`src/hw/rtl/sfr_pkg.sv`:
```
// Shared types and codes of the serial frame receiver.
package sfr_pkg;

	// Result word kinds
	typedef enum logic [1:0] {
		EV_PAYLOAD = 2'd0,
		EV_GOOD    = 2'd1,
		EV_BAD     = 2'd2,
		EV_LENERR  = 2'd3
	} event_kind_t;

	// Configuration register indexes
	localparam logic REG_START_BYTE = 1'b0;
	localparam logic REG_TOKEN_BYTE = 1'b1;

	localparam logic [7:0] START_BYTE_RST = 8'd27;
	localparam logic [7:0] TOKEN_BYTE_RST = 8'd14;

	// Result of one parse step
	typedef struct packed {
		logic        emit;
		event_kind_t kind;
		logic [7:0]  payload_byte;
		logic [11:0] payload_index;
		logic [7:0]  frame_seq;
		logic [15:0] frame_length;
	} sfr_result_t;

endpackage

```
`src/hw/rtl/serial_frame_receiver_core.sv`:
```
// Serial frame receiver top level: input register, parser and result register.
// Takes one received byte per word and reports payload bytes, checksum
// verdicts and length errors of framed packets (start byte, sequence number,
// 16-bit big-endian length, token byte, payload, XOR checksum). One byte is
// accepted every cycle unless the input register is stalled; each byte is
// held in the input register and its result, if any, is loaded from there
// into the output register. The only throughput limit is the output register:
// a result word held by a stalled consumer blocks the byte behind it once
// that byte also produces a result. start_byte and token_byte are written
// through the configuration channel, which is always ready.
module serial_frame_receiver_core #(
	parameter int MAX_PAYLOAD = 4096
) (
	input  logic        clk,
	input  logic        arst_n,
	input  logic        in_valid,
	output logic        in_ready,
	input  logic [7:0]  rx_byte,
	output logic        out_valid,
	input  logic        out_ready,
	output logic [1:0]  event_kind,
	output logic [7:0]  payload_byte,
	output logic [11:0] payload_index,
	output logic [7:0]  frame_seq,
	output logic [15:0] frame_length,
	input  logic        cfg_valid,
	output logic        cfg_ready,
	input  logic        cfg_index,
	input  logic [7:0]  cfg_data
);

	logic [7:0]          start_byte_q;
	logic [7:0]          token_byte_q;
	logic                valid_s1;
	logic [7:0]          rx_byte_s1;
	sfr_pkg::sfr_result_t result;
	sfr_pkg::sfr_result_t res_q;
	logic                out_valid_q;
	logic                stall;
	logic                advance;
	logic                load;

	assign cfg_ready = 1'b1;

	always_ff @(posedge clk or negedge arst_n) begin
		if (!arst_n) begin
			start_byte_q <= sfr_pkg::START_BYTE_RST;
			token_byte_q <= sfr_pkg::TOKEN_BYTE_RST;
		end else if (cfg_valid) begin
			unique case (cfg_index)
				sfr_pkg::REG_START_BYTE: start_byte_q <= cfg_data;
				sfr_pkg::REG_TOKEN_BYTE: token_byte_q <= cfg_data;
				default: begin
				end
			endcase
		end
	end

	// hold the byte only when its result cannot enter the output register
	assign stall    = valid_s1 && result.emit && out_valid_q && !out_ready;
	assign advance  = valid_s1 && !stall;
	assign load     = advance && result.emit;
	assign in_ready = !valid_s1 || !stall;

	always_ff @(posedge clk or negedge arst_n) begin
		if (!arst_n) begin
			valid_s1 <= 1'b0;
		end else if (in_ready) begin
			valid_s1 <= in_valid;
		end
	end

	always_ff @(posedge clk) begin
		if (in_ready && in_valid) begin
			rx_byte_s1 <= rx_byte;
		end
	end

	sfr_parser #(
		.MAX_PAYLOAD(MAX_PAYLOAD)
	) u_parser (
		.clk        (clk),
		.arst_n     (arst_n),
		.step       (advance),
		.rx_byte    (rx_byte_s1),
		.start_byte (start_byte_q),
		.token_byte (token_byte_q),
		.result     (result)
	);

	always_ff @(posedge clk or negedge arst_n) begin
		if (!arst_n) begin
			out_valid_q <= 1'b0;
		end else if (load) begin
			out_valid_q <= 1'b1;
		end else if (out_ready) begin
			out_valid_q <= 1'b0;
		end
	end

	always_ff @(posedge clk) begin
		if (load) begin
			res_q <= result;
		end
	end

	assign out_valid     = out_valid_q;
	assign event_kind    = res_q.kind;
	assign payload_byte  = res_q.payload_byte;
	assign payload_index = res_q.payload_index;
	assign frame_seq     = res_q.frame_seq;
	assign frame_length  = res_q.frame_length;

endmodule

```
`src/hw/rtl/sfr_parser.sv`:
```
// Frame parse state machine: header checks, payload indexing and checksum verdict.
module sfr_parser #(
	parameter int MAX_PAYLOAD = 4096
) (
	input  logic                clk,
	input  logic                arst_n,
	input  logic                step,
	input  logic [7:0]          rx_byte,
	input  logic [7:0]          start_byte,
	input  logic [7:0]          token_byte,
	output sfr_pkg::sfr_result_t result
);

	localparam int CntBits = $clog2(MAX_PAYLOAD + 1);
	localparam int CntW = (CntBits > 12) ? CntBits : 12;
	localparam logic [16:0] MaxLen = 17'(MAX_PAYLOAD);

	typedef enum logic [2:0] {
		PH_START = 3'd0,
		PH_SEQ   = 3'd1,
		PH_LEN1  = 3'd2,
		PH_LEN2  = 3'd3,
		PH_TOKEN = 3'd4,
		PH_DATA  = 3'd5,
		PH_CHECK = 3'd6
	} phase_t;

	phase_t           phase_q;
	logic [7:0]       xor_q;
	logic [7:0]       exp_seq_q;
	logic [15:0]      length_q;
	logic [CntW-1:0]  count_q;

	logic [15:0]      len_full;
	logic             len_bad;
	logic [CntW-1:0]  count_inc;
	logic             last_byte;
	logic             seq_ok;
	logic             sum_ok;

	assign len_full  = {length_q[15:8], rx_byte};
	assign len_bad   = (len_full == 16'd0) || ({1'b0, len_full} > MaxLen);
	assign count_inc = count_q + 1'b1;
	assign last_byte = 17'(count_inc) >= {1'b0, length_q};
	assign seq_ok    = (rx_byte == 8'd1) || (rx_byte == exp_seq_q);
	assign sum_ok    = (rx_byte == xor_q);

	always_comb begin
		result = '0;
		result.frame_seq    = exp_seq_q;
		result.frame_length = length_q;
		unique case (phase_q)
			PH_LEN2: begin
				result.frame_length = len_full;
				if (len_bad) begin
					result.emit = 1'b1;
					result.kind = sfr_pkg::EV_LENERR;
				end
			end
			PH_DATA: begin
				result.emit          = 1'b1;
				result.kind          = sfr_pkg::EV_PAYLOAD;
				result.payload_byte  = rx_byte;
				result.payload_index = count_q[11:0];
			end
			PH_CHECK: begin
				result.emit = 1'b1;
				result.kind = sum_ok ? sfr_pkg::EV_GOOD : sfr_pkg::EV_BAD;
			end
			default: begin
			end
		endcase
	end

	always_ff @(posedge clk or negedge arst_n) begin
		if (!arst_n) begin
			phase_q   <= PH_START;
			xor_q     <= 8'd0;
			exp_seq_q <= 8'd0;
			length_q  <= 16'd0;
			count_q   <= '0;
		end else if (step) begin
			unique case (phase_q)
				PH_START: begin
					if (rx_byte == start_byte) begin
						xor_q   <= rx_byte;
						phase_q <= PH_SEQ;
					end
				end
				PH_SEQ: begin
					// a rejected sequence byte is dropped, not rechecked as start
					if (seq_ok) begin
						exp_seq_q <= rx_byte;
						xor_q     <= xor_q ^ rx_byte;
						phase_q   <= PH_LEN1;
					end else begin
						phase_q <= PH_START;
					end
				end
				PH_LEN1: begin
					length_q <= {rx_byte, 8'd0};
					xor_q    <= xor_q ^ rx_byte;
					phase_q  <= PH_LEN2;
				end
				PH_LEN2: begin
					length_q <= len_full;
					xor_q    <= xor_q ^ rx_byte;
					phase_q  <= len_bad ? PH_START : PH_TOKEN;
				end
				PH_TOKEN: begin
					if (rx_byte == token_byte) begin
						xor_q   <= xor_q ^ rx_byte;
						count_q <= '0;
						phase_q <= PH_DATA;
					end else begin
						phase_q <= PH_START;
					end
				end
				PH_DATA: begin
					xor_q   <= xor_q ^ rx_byte;
					count_q <= count_inc;
					if (last_byte) begin
						phase_q <= PH_CHECK;
					end
				end
				PH_CHECK: begin
					if (sum_ok) begin
						exp_seq_q <= exp_seq_q + 8'd1;
					end
					phase_q <= PH_START;
				end
				default: begin
					phase_q <= PH_START;
				end
			endcase
		end
	end

endmodule

```
`config.mk`:
```
export PLATFORM = sky130hd
export DESIGN_NAME = serial_frame_receiver_core
export DESIGN_NICKNAME = d
export VERILOG_FILES = /design/src/hw/rtl/sfr_pkg.sv /design/src/hw/rtl/serial_frame_receiver_core.sv /design/src/hw/rtl/sfr_parser.sv
export SDC_FILE = /design/constraint.sdc
export NUM_CORES = 1
export LEC_CHECK = 0
export BUFFER_PORTS_ARGS = -buffer_cell sky130_fd_sc_hd__buf_2
export CAP_MARGIN = 30
export CORE_MARGIN = 10
export CORE_UTILIZATION = 53
export CTS_BUF_LIST = sky130_fd_sc_hd__clkbuf_4 sky130_fd_sc_hd__clkbuf_8 sky130_fd_sc_hd__clkbuf_16
export CTS_CLUSTER_DIAMETER = 200
export DETAILED_ROUTE_END_ITERATION = 6
export PLACE_DENSITY = 0.74
export SYNTH_ARGS = -nofsm -noshare
export SYNTH_HDL_FRONTEND = slang
export SYNTH_SLANG_ARGS = --single-unit
```
`constraint.sdc`:
```
create_clock -name clk -period 3.5 [get_ports clk]
set_input_delay 0.525 -clock clk [delete_from_list [all_inputs] [get_ports clk]]
set_output_delay 0.525 -clock clk [all_outputs]
set_load 0.01 [all_outputs]
```
==> results_dict.tcl <==
set metrics [dict create \
    synth.lib_cells_used.distinct 63 \
    post-route-drc-count 0 \
    critical_path.reg2reg.startpoint "u_parser.count_q[0]$_DFFE_PN0P_" \
    number_of_max_cap_violations 0 \
    gr-total-overflow 0 \
    hold_viol 0 \
    worst_skew_pair.late_latency_ns 0.41 \
    layout-area-overhead-vs-synth_pct 18.0 \
    die_h_um 127 \
    drt-vias-per-instance 5.83 \
    dpl.hpwl_mm 9.63 \
    synth-async-reset-ratio_pct 55.0 \
    tritoncts "built" \
    pin_count_of_the_biggest_net_entering_global_routing 47 \
    period_share_pct 91.1 \
    max-vdd-ir-drop_v 0.000322 \
    drive_above_1_share_pct 27.2 \
    worstPathMaxFanout 19 \
    grt_pass1_wl_mm 23.0 \
    relSlewSlack_pct 53.2 \
    hp-class "input pin to asynchronous set/reset pin" \
    number_of_flops_mapped_to_enable_cells_by_yosys 54 \
    synth_sequential_area_ratio_pct 54.2 \
    core-area_mm2 0.0110 \
    synthDominantAreaCellType "sky130_fd_sc_hd__edfxtp_1" \
    result_of_the_run "finished, final reports clean" \
    antenna_found_initial 0 \
    dp_cells 723 \
    totalWireLength_mm 13.9 \
    routedWlPerCell_um 18.4 \
    cts_buffer_depth 2 \
    antenna_diode_instance_count 0 \
    cts.htree.levels 4 \
    cts.sink_count 120 \
    netlist.area_leader.share_pct 26.8 \
    ctsRootBufferMaster "sky130_fd_sc_hd__clkbuf_16" \
    synth_nets 565 \
    routabilityCongestion 0.903 \
    detailedRoute.firstIterationViolations 434 \
    worst_setup_path_start "u_parser.phase_q[1]$_DFFE_PN0P_" \
    nets 640 \
    worstPathArrival_ns 2.66 \
    design.die.area_mm2 0.0161 \
    ys_ff_latch 120 \
    yosys-top-cells-count "sky130_fd_sc_hd__dfrtp_1 (59), sky130_fd_sc_hd__edfxtp_1 (54), sky130_fd_sc_hd__nand3_1 (33)" \
    detail-route-antenna-nets 0 \
    cts-buffers-inserted 17 \
    cp-end-kind "output port" \
    finalSetupViolCount 0 \
    cts-hold-fix-buffers 0 \
    yosys-top-cells-area "sky130_fd_sc_hd__edfxtp_1 (27%), sky130_fd_sc_hd__dfrtp_1 (24%), sky130_fd_sc_hd__mux2_2 (5.0%)" \
    port_buffers 69 \
    reg2reg_setup_slack_ns 0.40 \
    vias_in_the_first_global_route 4473 \
    grtUsageTotal_pct 17.6 \
    initial_core_util_pct 54.9 \
    top_level_ports 71 \
    post_synth_inst_count 528 \
    cts.clk_slew.worst_paths_ns 0.05 \
    total_negative_slack_for_setup_checks_ns 0 \
    placementRows 38 \
    synth.cell_area_mm2 0.00606 \
    stdcell_count 755 \
    timing_worst_setup_path_type "flop to output port" \
    crit_path_end "in_ready" \
    drt-pass1-iter-count 6 \
    layout_min_cycle_time_ns 3.19 \
    fillCellCount 865 \
    tightestPinTransition_ns 0.701 \
    p_leak_nw 2.93 \
    power.density_cell_area_mw_per_mm2 638 \
    most_frequent_cell_after_synthesis "sky130_fd_sc_hd__dfrtp_1" \
    synth.avg_cell_area_um2 11.5 \
    ys.flop_type "sky130_fd_sc_hd__dfrtp_1" \
    setup_repair_after_global_routing_missed_its_margin "false" \
    reg2reg_depth 13 \
    critPathRequiredTime_ns 2.97 \
    count_of_yosys_warnings_during_synthesis 0 \
    rr_endpoint "u_parser.phase_q[1]$_DFFE_PN0P_" \
    slew_viol_final 0 \
    start_kind "flop" \
    die_x_um 127 \
    maxClockFrequency_mhz 314 \
    worst_clk_skew_ns 0.00521 \
    vias 4398 \
]
worst min path at each step:
stage	to	slack [ns]	cells past startpoint
finish	u_parser.xor_q[5]$_DFFE_PN0P_	0.002	1
global route	u_parser.xor_q[5]$_DFFE_PN0P_	0.02	1
CTS	u_parser.xor_q[5]$_DFFE_PN0P_	0.01	1
detailed placement	frame_length[8]$_DFFE_PP_	0.43	0
global placement	frame_length[8]$_DFFE_PP_	0.44	0
floorplan	out_valid$_DFFE_PN0P_	0.23	0
critical path: stages (launching register included):
cell                       delay, ns
sky130_fd_sc_hd__dfrtp_1        0.68
sky130_fd_sc_hd__and3b_1        0.47
sky130_fd_sc_hd__a222oi_1       0.64
sky130_fd_sc_hd__buf_4          0.23
sky130_fd_sc_hd__or2_2          0.10
sky130_fd_sc_hd__buf_2          0.12
repair_timing:
action	4_1_cts	5_1_grt
gates resized for setup	0	0
endpoints found under the setup margin	0	1
buffers inserted	0	1
power by group:
group | switching, W | internal (W) | total [W]
clock network | 0.000585 | 0.00113 | 0.00171
logic | 0.000519 | 0.000440 | 0.000959
registers | 0.000200 | 0.00169 | 0.00189
total | 0.00130 | 0.00326 | 0.00456
per-layer routing:
layer  wire length (µm)  global-route usage, %  up-vias
li1                   -                      -     2074
met1               6120                   22.7     2155
met2               6650                   27.7      151
met3                906                   5.25       18
met4                189                   5.63        0
met5                  0                      0        -
area by class of cell:
class                      count  area (µm²)  share of cell area, %
tap                          140         175                   2.45
clock inverter                11         131                   1.84
inverter                      23        86.3                   1.21
sequential                   120        3280                   45.9
multi-input combinational    355        2540                   35.5
timing repair buffer          86         485                   6.79
clock buffer                  20         448                   6.27
layout by cell type (no fill, tap or decap), drive strengths merged, types with 2 or more instances in the layout:
cell type	instances
dfstp	7
o2bb2ai	11
dfrtp	59
a31o	2
o2111ai	2
ha	15
o41ai	8
bufinv	3
inv	22
nor2	30
nand4	3
nor4	9
nor2b	3
o21ai	17
a31oi	5
o311ai	2
nand2b	13
edfxtp	54
and2	17
or3	4
nand2	32
xor2	28
or4	8
buf	86
o22ai	3
and3	7
mux2	28
clkinv	9
o21a	3
clkbuf	20
a21oi	18
nand3	33
xnor2	18
a22o	10
nor3	9
a21o	2
stage by stage:
step	instance area, µm²	util [%]	total power (W)	hold slack [ns]	worst slack (ns)
2_1_floorplan	6060	-	0.00259	0.229	0.553
3_3_place_gp	6540	59.3	0.00278	0.438	0.673
3_5_place_dp	6560	59.5	0.00285	0.434	0.541
4_1_cts	7140	64.7	0.00457	0.0101	0.153
5_1_grt	7150	64.8	0.00478	0.0209	0.157
6_report	7150	64.8	0.00456	0.00240	0.312
cells by family after synthesis:
group	Yosys count	synth area share [%]
compound gates	92	11.3
xor+xnor	46	6.78
fa+ha+maj	15	3.10
buf+inv	53	4.05
flops	120	54.2
mux	29	5.43
other cells	1	0.0619
simple gates	172	15.1
sequential cells by signal, summed over array words and instances (netlist names), 12 cells and up:
register,flops
payload_index,12
u_parser.length_q,16
frame_length,16
u_parser.count_q,13
(Power assumes the default switching activity.)
